==> config.mk <==
export PLATFORM = sky130hd
export DESIGN_NAME = priority_resource_allocator
export DESIGN_NICKNAME = d
export VERILOG_FILES = /design/src/sv/pra_pkg.sv /design/src/sv/pra_ram.sv /design/src/sv/priority_resource_allocator.sv
export SDC_FILE = /design/constraint.sdc
export NUM_CORES = 2
export LEC_CHECK = 0
export BUFFER_PORTS_ARGS = -buffer_cell sky130_fd_sc_hd__clkbuf_2
export CORE_MARGIN = 5
export CORE_UTILIZATION = 67
export DETAILED_ROUTE_END_ITERATION = 16
export PLACE_DENSITY = 0.88
export SLEW_MARGIN = 0
export SYNTH_ARGS = -nofsm -noshare
export SYNTH_HDL_FRONTEND = slang
export SYNTH_SLANG_ARGS = --single-unit
==> constraint.sdc <==
create_clock -name clk -period 9.99 [get_ports clk]
set_clock_uncertainty 0.2 [all_clocks]
set_input_delay 0.999 -clock clk [delete_from_list [all_inputs] [get_ports clk]]
set_output_delay 0.999 -clock clk [all_outputs]
set_load 0.005 [all_outputs]
==> src/sv/pra_pkg.sv <==
// Package for the priority resource allocator.
// Holds the request, result and wait-entry types and the mode and status codes.
// No dependencies.
package pra_pkg;

	localparam int unsigned RESULT_LIMIT = 16;

	localparam logic [1:0] MODE_ACQUIRE = 2'd0;
	localparam logic [1:0] MODE_RELEASE = 2'd1;
	localparam logic [1:0] MODE_TICK    = 2'd2;

	localparam logic [2:0] ST_GRANTED  = 3'd0;
	localparam logic [2:0] ST_QUEUED   = 3'd1;
	localparam logic [2:0] ST_REJECTED = 3'd2;
	localparam logic [2:0] ST_HANDOFF  = 3'd3;
	localparam logic [2:0] ST_RETURNED = 3'd4;
	localparam logic [2:0] ST_TIMEOUT  = 3'd5;

	typedef struct packed {
		logic [1:0]  mode;
		logic [7:0]  requester;
		logic [7:0]  priority_req;
		logic [15:0] timeout_ticks;
		logic [7:0]  resource;
	} request_t;

	typedef struct packed {
		logic [2:0]  status;
		logic [7:0]  client;
		logic [7:0]  granted_resource;
		logic [31:0] failures;
		logic        last;
	} result_t;

	typedef struct packed {
		logic [7:0]  client;
		logic [7:0]  prio;
		logic [15:0] remaining;
		logic [15:0] arrival;
	} wait_entry_t;

endpackage

==> src/sv/pra_ram.sv <==
// Generic single-write, single-read RAM with a registered read port.
// No dependencies.
module pra_ram #(
	parameter int unsigned WIDTH = 8,
	parameter int unsigned DEPTH = 8
) (
	input  logic                                   clk,
	input  logic                                   we,
	input  logic [(DEPTH > 1 ? $clog2(DEPTH) : 1)-1:0] waddr,
	input  logic [WIDTH-1:0]                       wdata,
	input  logic [(DEPTH > 1 ? $clog2(DEPTH) : 1)-1:0] raddr,
	output logic [WIDTH-1:0]                       rdata
);

	logic [WIDTH-1:0] mem_q [DEPTH];

	always_ff @(posedge clk) begin
		if (we) begin
			mem_q[waddr] <= wdata;
		end
		rdata <= mem_q[raddr];
	end

endmodule

==> src/sv/priority_resource_allocator.sv <==
// Top level of the priority resource allocator: free-ID FIFO, wait list and sequencer.
// Depends on pra_pkg and pra_ram.
//
//  Channel   Ports                    Handshake
//  request   start, request, busy     taken when start is high and busy is low
//  result    result_valid, result     shown for one cycle, cannot be held off
//
// An acquire with a free ID passes through the pop state; a queued or rejected acquire answers from idle.
// A release or a tick runs a scan of the whole wait list, which reads one entry per cycle from the
// wait-list RAM; a release that hands off an ID then passes through the pop state.
// A tick may deliver up to 16 timeouts, one per cycle, during its scan.
// Reset leaves the pool full and the wait list empty; no clearing pass is needed.
// The receiver cannot stall; busy is the only back-pressure on requests.
module priority_resource_allocator
	import pra_pkg::*;
#(
	parameter int unsigned NUM_RESOURCES = 8,
	parameter int unsigned MAX_WAITERS   = 16
) (
	input  logic     clk,
	input  logic     arst_n,
	input  logic     start,
	input  request_t request,
	output logic     busy,
	output logic     result_valid,
	output result_t  result
);

	localparam int unsigned HW  = NUM_RESOURCES > 1 ? $clog2(NUM_RESOURCES) : 1;
	localparam int unsigned CW  = $clog2(NUM_RESOURCES + 1);
	localparam int unsigned WAW = MAX_WAITERS > 1 ? $clog2(MAX_WAITERS) : 1;
	localparam int unsigned SCW = $clog2(MAX_WAITERS + 1);
	localparam int unsigned EW  = $bits(wait_entry_t);

	typedef enum logic [1:0] {S_IDLE, S_SCAN, S_POP} state_t;

	state_t                   state_q;
	logic [HW-1:0]            head_q;
	logic [CW-1:0]            count_q;
	logic [NUM_RESOURCES-1:0] free_written_q;
	logic [MAX_WAITERS-1:0]   wait_valid_q;
	logic [15:0]              arrival_q;
	logic [31:0]              failures_q;
	logic                     tick_q;
	logic [SCW-1:0]           cnt_q;
	logic                     pv_q;
	logic [WAW-1:0]           pidx_q;
	logic                     best_found_q;
	logic [WAW-1:0]           best_idx_q;
	logic [7:0]               best_prio_q;
	logic [15:0]              best_age_q;
	logic [7:0]               best_client_q;
	logic [4:0]               n_q;
	logic                     pend_v_q;
	result_t                  pend_q;
	logic [2:0]               pop_status_q;
	logic [7:0]               pop_client_q;

	// Free-ID FIFO storage.
	logic          free_we;
	logic [HW-1:0] free_waddr;
	logic [7:0]    free_rdata;
	logic [CW:0]   tail_sum;
	logic [7:0]    head_id;

	// Wait-list storage.
	logic           wait_we;
	logic [WAW-1:0] wait_waddr;
	wait_entry_t    wait_wdata;
	logic [EW-1:0]  wait_rdata;
	wait_entry_t    entry;

	logic           slot_found;
	logic [WAW-1:0] slot_idx;
	logic [31:0]    failures_inc;
	logic [15:0]    entry_age;
	logic           accept;
	logic           entry_live;
	logic           entry_expired;

	assign accept       = start && (state_q == S_IDLE);
	assign busy         = (state_q != S_IDLE);
	assign failures_inc = (failures_q == 32'hFFFF_FFFF) ? failures_q : failures_q + 32'd1;
	assign entry        = wait_entry_t'(wait_rdata);
	assign entry_age    = arrival_q - entry.arrival;
	assign entry_live   = pv_q && wait_valid_q[pidx_q];
	assign entry_expired = entry.remaining <= 16'd1;

	// Tail position of the FIFO; head + count stays below twice the depth.
	always_comb begin
		tail_sum = (CW+1)'(head_q) + (CW+1)'(count_q);
		if (tail_sum >= (CW+1)'(NUM_RESOURCES)) begin
			tail_sum = tail_sum - (CW+1)'(NUM_RESOURCES);
		end
		free_waddr = tail_sum[HW-1:0];
	end

	// An entry never written still holds its reset identifier, which is its index.
	assign head_id = free_written_q[head_q] ? free_rdata : 8'(head_q);
	assign free_we = accept && (request.mode == MODE_RELEASE)
		&& (count_q < CW'(NUM_RESOURCES));

	always_comb begin
		slot_found = 1'b0;
		slot_idx   = '0;
		for (int i = MAX_WAITERS - 1; i >= 0; i--) begin
			if (!wait_valid_q[i]) begin
				slot_found = 1'b1;
				slot_idx   = WAW'(i);
			end
		end
	end

	always_comb begin
		wait_we    = 1'b0;
		wait_waddr = slot_idx;
		wait_wdata.client    = request.requester;
		wait_wdata.prio      = request.priority_req;
		wait_wdata.remaining = request.timeout_ticks;
		wait_wdata.arrival   = arrival_q;
		if (state_q == S_SCAN) begin
			wait_waddr = pidx_q;
			wait_wdata = entry;
			wait_wdata.remaining = entry.remaining - 16'd1;
			wait_we    = tick_q && entry_live && !entry_expired;
		end else if (accept && request.mode == MODE_ACQUIRE && count_q == '0) begin
			wait_we = slot_found;
		end
	end

	pra_ram #(.WIDTH(8), .DEPTH(NUM_RESOURCES)) u_free_ram (
		.clk   (clk),
		.we    (free_we),
		.waddr (free_waddr),
		.wdata (request.resource),
		.raddr (head_q),
		.rdata (free_rdata)
	);

	pra_ram #(.WIDTH(EW), .DEPTH(MAX_WAITERS)) u_wait_ram (
		.clk   (clk),
		.we    (wait_we),
		.waddr (wait_waddr),
		.wdata (EW'(wait_wdata)),
		.raddr (cnt_q[WAW-1:0]),
		.rdata (wait_rdata)
	);

	always_ff @(posedge clk or negedge arst_n) begin
		if (!arst_n) begin
			state_q        <= S_IDLE;
			head_q         <= '0;
			count_q        <= CW'(NUM_RESOURCES);
			free_written_q <= '0;
			wait_valid_q   <= '0;
			arrival_q      <= '0;
			failures_q     <= '0;
			tick_q         <= 1'b0;
			cnt_q          <= '0;
			pv_q           <= 1'b0;
			pidx_q         <= '0;
			best_found_q   <= 1'b0;
			n_q            <= '0;
			pend_v_q       <= 1'b0;
			result_valid   <= 1'b0;
		end else begin
			result_valid <= 1'b0;
			unique case (state_q)
				S_IDLE: begin
					if (accept) begin
						unique case (request.mode)
							MODE_ACQUIRE: begin
								result.client           <= request.requester;
								result.granted_resource <= '0;
								result.last             <= 1'b1;
								if (count_q != '0) begin
									pop_status_q <= ST_GRANTED;
									pop_client_q <= request.requester;
									state_q      <= S_POP;
								end else if (slot_found) begin
									wait_valid_q[slot_idx] <= 1'b1;
									arrival_q       <= arrival_q + 16'd1;
									result.status   <= ST_QUEUED;
									result.failures <= failures_q;
									result_valid    <= 1'b1;
								end else begin
									failures_q      <= failures_inc;
									result.status   <= ST_REJECTED;
									result.failures <= failures_inc;
									result_valid    <= 1'b1;
								end
							end
							MODE_RELEASE, MODE_TICK: begin
								if (free_we) begin
									free_written_q[free_waddr] <= 1'b1;
									count_q <= count_q + CW'(1);
								end
								tick_q       <= (request.mode == MODE_TICK);
								cnt_q        <= '0;
								pv_q         <= 1'b0;
								best_found_q <= 1'b0;
								n_q          <= '0;
								pend_v_q     <= 1'b0;
								state_q      <= S_SCAN;
							end
							default: begin
								state_q <= S_IDLE;
							end
						endcase
					end
				end
				S_SCAN: begin
					// Read of entry cnt is issued now; the entry read last cycle is judged.
					if (cnt_q != SCW'(MAX_WAITERS)) begin
						pidx_q <= cnt_q[WAW-1:0];
						cnt_q  <= cnt_q + SCW'(1);
						pv_q   <= 1'b1;
					end else begin
						pv_q <= 1'b0;
					end
					if (entry_live) begin
						if (!tick_q) begin
							if (!best_found_q || entry.prio > best_prio_q
								|| (entry.prio == best_prio_q && entry_age > best_age_q)) begin
								best_found_q  <= 1'b1;
								best_idx_q    <= pidx_q;
								best_prio_q   <= entry.prio;
								best_age_q    <= entry_age;
								best_client_q <= entry.client;
							end
						end else if (entry_expired && n_q < 5'(RESULT_LIMIT)) begin
							wait_valid_q[pidx_q] <= 1'b0;
							failures_q <= failures_inc;
							n_q        <= n_q + 5'd1;
							// The held timeout goes out now that a later one follows it.
							if (pend_v_q) begin
								result       <= pend_q;
								result_valid <= 1'b1;
							end
							pend_v_q                <= 1'b1;
							pend_q.status           <= ST_TIMEOUT;
							pend_q.client           <= entry.client;
							pend_q.granted_resource <= '0;
							pend_q.failures         <= failures_inc;
							pend_q.last             <= 1'b0;
						end
					end
					if (cnt_q == SCW'(MAX_WAITERS) && !pv_q) begin
						if (tick_q) begin
							if (pend_v_q) begin
								// The held timeout is the final one; last is its low bit.
								result       <= {pend_q[$bits(result_t)-1:1], 1'b1};
								result_valid <= 1'b1;
							end
							state_q <= S_IDLE;
						end else if (best_found_q && count_q != '0) begin
							wait_valid_q[best_idx_q] <= 1'b0;
							pop_status_q <= ST_HANDOFF;
							pop_client_q <= best_client_q;
							state_q      <= S_POP;
						end else begin
							result.status           <= ST_RETURNED;
							result.client           <= '0;
							result.granted_resource <= '0;
							result.failures         <= failures_q;
							result.last             <= 1'b1;
							result_valid            <= 1'b1;
							state_q                 <= S_IDLE;
						end
					end
				end
				S_POP: begin
					result.status           <= pop_status_q;
					result.client           <= pop_client_q;
					result.granted_resource <= head_id;
					result.failures         <= failures_q;
					result.last             <= 1'b1;
					result_valid            <= 1'b1;
					head_q  <= (head_q == HW'(NUM_RESOURCES - 1)) ? '0 : head_q + HW'(1);
					count_q <= count_q - CW'(1);
					state_q <= S_IDLE;
				end
				default: begin
					state_q <= S_IDLE;
				end
			endcase
		end
	end

endmodule
==> run summary <==
Number of I/O pins: 99
Worst VDD drop: 0.2190 mV
Largest area contributor in the synthesized netlist: sky130_fd_sc_hd__edfxtp_1
Main synth FF type: sky130_fd_sc_hd__edfxtp_1
Detailed-route wire length per cell: 30.06 µm
DP Wirelength: 59,960 µm
DRT Wirelength: 116,500 µm
Seq/Total Area, Yosys: 0.6970
Die Width: 274.7 µm
Cell Count Post-Placement: 3,673
Fraction of synthesized cell area taken by the top area cell type: 0.6198
Syn-to-layout area delta: 10.82%
Highest signal layer in the routed design: met4
Via-per-instance ratio: 6.996
Detailed-routed wire length on met2: 59,640 µm
Cell with the largest stage delay on the worst path: sky130_fd_sc_hd__buf_4
Finish-stage setup viols: 0
Crit path arrival time: 5.69 ns
Period utilisation layout: 0.5607
TritonCTS Buffers: 105
Via count of the first global-routing pass: 27.80k
Gate count after technology mapping: 2,741
Maximum clock insertion buffer count: 3
Unrepaired setup endpoints after global routing: no
Critical Path, Cell by Cell: ha_1 -> o21a_1 -> o31a_1 -> nor4_1 -> o31ai_1 -> a211oi_1 -> a21oi_1 -> xnor2_1 -> ha_1 -> nand4_1 -> nor2_1 -> nand4_1 -> o21a_1 -> a21oi_1 -> mux2i_1 -> a21oi_4 -> buf_4
Total grt overflow: 0
Unique masters post-synth: 83
Pin count of the biggest net entering global routing: 141
Power density cells: 244.5 mW/mm²
Leakage power summed over all cells: 17.54 nW
Flip-flop and latch count after synthesis: 1,125
DR iter-0 viols: 3,869
Number of nets in the synthesized netlist: 2,848
Nets@finish: 2,947
Routability Congestion: 0.8914
Data required time of the critical path: 10.08 ns
Async SR Flop Fraction: 0.08889
Max Freq: 178.5 MHz
Die area: 0.07546 mm²
Antenna violation net count after detailed routing: 0
Initial Util: 0.6727
First-pass GRT wire length: 174,400 µm
Clock slew at reported path FFs: 0.07 ns
Worst slack on hold paths: 0.1552 ns
Hold Buf Count CTS: 0
Sequential cell area: 0.03274 mm²
Critical path fanouts, max: 27
Final core utilization: 0.7455
Vertical die dimension: 274.7 µm
Number of fillers in the final layout: 3,609
Post-synth EDFFs: 969
IO buf count: 98
Depth of the CTS H-tree: 3
Cell area after synthesis: 0.04695 mm²
Met1 Routed Length: 40,530 µm
Number of sinks handled by clock tree synthesis: 1,125
Measured slew at the worst slew-check pin: 1.352 ns
Post-route non-filler standard cell count: 3,874
Nature of the critical path startpoint: flop
Cell at the root of the clock tree: sky130_fd_sc_hd__clkbuf_16
Number of setup buffers added after CTS: 0
Area of combinational cells with multiple inputs: 0.01345 mm²
Number of warning messages in the yosys log: 0
Largest cells by area after synthesis: sky130_fd_sc_hd__edfxtp_1 (62%), sky130_fd_sc_hd__mux4_2 (13%), sky130_fd_sc_hd__dfrtp_1 (5.3%), sky130_fd_sc_hd__dfxtp_1 (2.4%), sky130_fd_sc_hd__xnor2_1 (1.6%)
Setup Total Neg Slack: 0 ns
Final count of hold timing violations: 0
TritonCTS clock tree: done
Placeable core region: 0.06979 mm²
DRC viols: 0
Count of vias placed by the detailed router: 27.10k
Status: complete, no violations
CP top delay family: compound AO/OA/AOI/OAI gates
Time the final worst path needs with I/O delays and setup: 5.602 ns
Post-cts sizing count: 0
Number of max-slew violations in the final report: 0
Routed met3 length: 11,420 µm
Count of maximum capacitance violations: 0
GRT Util Overall: 0.3101
Number of detailed-route iterations in the first pass: 8
Start-to-end type of the worst setup path: flop to flop
Fraction of layout cells with a size suffix above 1: 0.2295
FP Rows: 97
Sum of internal, switching and leakage power: 12.72 mW
Worst-skew pair later-pin latency: 0.68 ns
Class of the most critical hold timing path: input port to async pin
Capturing element type of the critical path: flop
Antenna violations before repair: 1
Worst path bufs/invs: 1
Synthesized area divided by synthesized cell count: 17.13 µm²
Worst slew margin relative to its limit: 0.08914
Largest stage delay, worst path: 0.53 ns
-- cell usage in the layout, fill, tap and decap left out, types with 11 or more instances in the layout --
master                        n
sky130_fd_sc_hd__o211ai_1    19
sky130_fd_sc_hd__clkinv_1    14
sky130_fd_sc_hd__nor2b_1     17
sky130_fd_sc_hd__dfrtp_1     95
sky130_fd_sc_hd__ha_1        58
sky130_fd_sc_hd__inv_1       74
sky130_fd_sc_hd__nand4_1     26
sky130_fd_sc_hd__nand3_1     38
sky130_fd_sc_hd__clkbuf_2    97
sky130_fd_sc_hd__clkinv_2    26
sky130_fd_sc_hd__edfxtp_1   969
sky130_fd_sc_hd__xnor2_1     85
sky130_fd_sc_hd__or3_1       12
sky130_fd_sc_hd__nor2_1     160
sky130_fd_sc_hd__dfxtp_1     56
sky130_fd_sc_hd__clkbuf_1    19
sky130_fd_sc_hd__o221ai_1    38
sky130_fd_sc_hd__nor3_1      45
sky130_fd_sc_hd__a21o_1      13
sky130_fd_sc_hd__mux4_2     263
sky130_fd_sc_hd__a21oi_1     55
sky130_fd_sc_hd__o22ai_1     12
sky130_fd_sc_hd__o21ai_0     50
sky130_fd_sc_hd__buf_4       43
sky130_fd_sc_hd__clkbuf_16  106
sky130_fd_sc_hd__nor3_2      16
sky130_fd_sc_hd__xor2_1      54
sky130_fd_sc_hd__nand2b_1    21
sky130_fd_sc_hd__mux2_2      40
sky130_fd_sc_hd__nor4_1      14
sky130_fd_sc_hd__nand2_1    177
sky130_fd_sc_hd__a22o_1      11
sky130_fd_sc_hd__and3_1      15
-- per-layer routing --
layer / up-vias / global-route usage
met5: - / 0
met4: 0 / 0.1131
met3: 391 / 0.05721
met2: 1987 / 0.5263
met1: 13720 / 0.4107
li1: 11010 / -
-- layout make-up --
class	count	share of cell area
Antenna cell	1	0.00004810
Clock buffer	135	0.05500
Clock inverter	65	0.01289
Inverter	74	0.005339
Multi-Input combinational cell	1392	0.2586
Sequential cell	1125	0.6292
Tap cell	940	0.02261
Timing Repair Buffer	142	0.01631
-- final timing paths --
kind	startpoint	to	slack [ns]	cells after the start
max	arrival_q[2]	best_idx_q[3]	4.39	17
min	arst_n	state_q[0]	0.16	1
max reg2reg	arrival_q[2]	best_idx_q[3]	4.39	17
min reg2reg	u_wait_ram.rdata[47]	best_client_q[7]	0.26	0
max in group asynchronous	arst_n	wait_valid_q[5]	8.19	2
min in group clk	u_wait_ram.rdata[47]	best_client_q[7]	0.26	0
-- cell usage after synthesis, types with 56 or more instances --
master,n
sky130_fd_sc_hd__dfrtp_1,99
sky130_fd_sc_hd__inv_1,74
sky130_fd_sc_hd__mux4_2,263
sky130_fd_sc_hd__edfxtp_1,969
sky130_fd_sc_hd__clkbuf_1,111
sky130_fd_sc_hd__xnor2_1,85
sky130_fd_sc_hd__ha_1,59
sky130_fd_sc_hd__dfxtp_1,56
sky130_fd_sc_hd__nand2_1,177
sky130_fd_sc_hd__nor2_1,160
sky130_fd_sc_hd__a21oi_1,57
sky130_fd_sc_hd__nor3_1,61
-- flip-flops by register name (all words and copies together), names as in the netlist, 3 cells and up --
register / flops
n_q: 5
arrival_q: 16
pop_client_q: 8
cnt_q: 5
best_prio_q: 8
best_idx_q: 4
u_wait_ram.mem_q: 768
pidx_q: 4
result: 52
best_age_q: 16
best_client_q: 8
free_written_q: 8
u_wait_ram.rdata: 48
wait_valid_q: 16
u_free_ram.mem_q: 64
u_free_ram.rdata: 8
count_q: 4
head_q: 3
pend_q: 40
failures_q: 32
-- cells by family after synthesis --
kind of cell / after synthesis / share of synthesized area
buffers and inverters: 224 / 0.01884
xor gates and xnor gates: 139 / 0.02593
DFF: 1125 / 0.6970
adders and majority gates: 62 / 0.01700
and+or+nand+nor: 582 / 0.05845
muxes: 306 / 0.1364
AOI/OAI and AO/OA: 303 / 0.04632
-- per-stage QoR --
step	area, µm²	setup WS, ns
detailed placement	48490	5.047
finish	52030	4.388
global route	52020	4.282
CTS	52020	4.536
global placement	48490	5.316
floorplan	46950	3.603
-- power breakdown --
part,internal (mW),switching (mW)
Sequential,5.78,0.307
Combinational,0.981,1.59
Clock,2.30,1.77
Power figures use the tool's default switching activity.
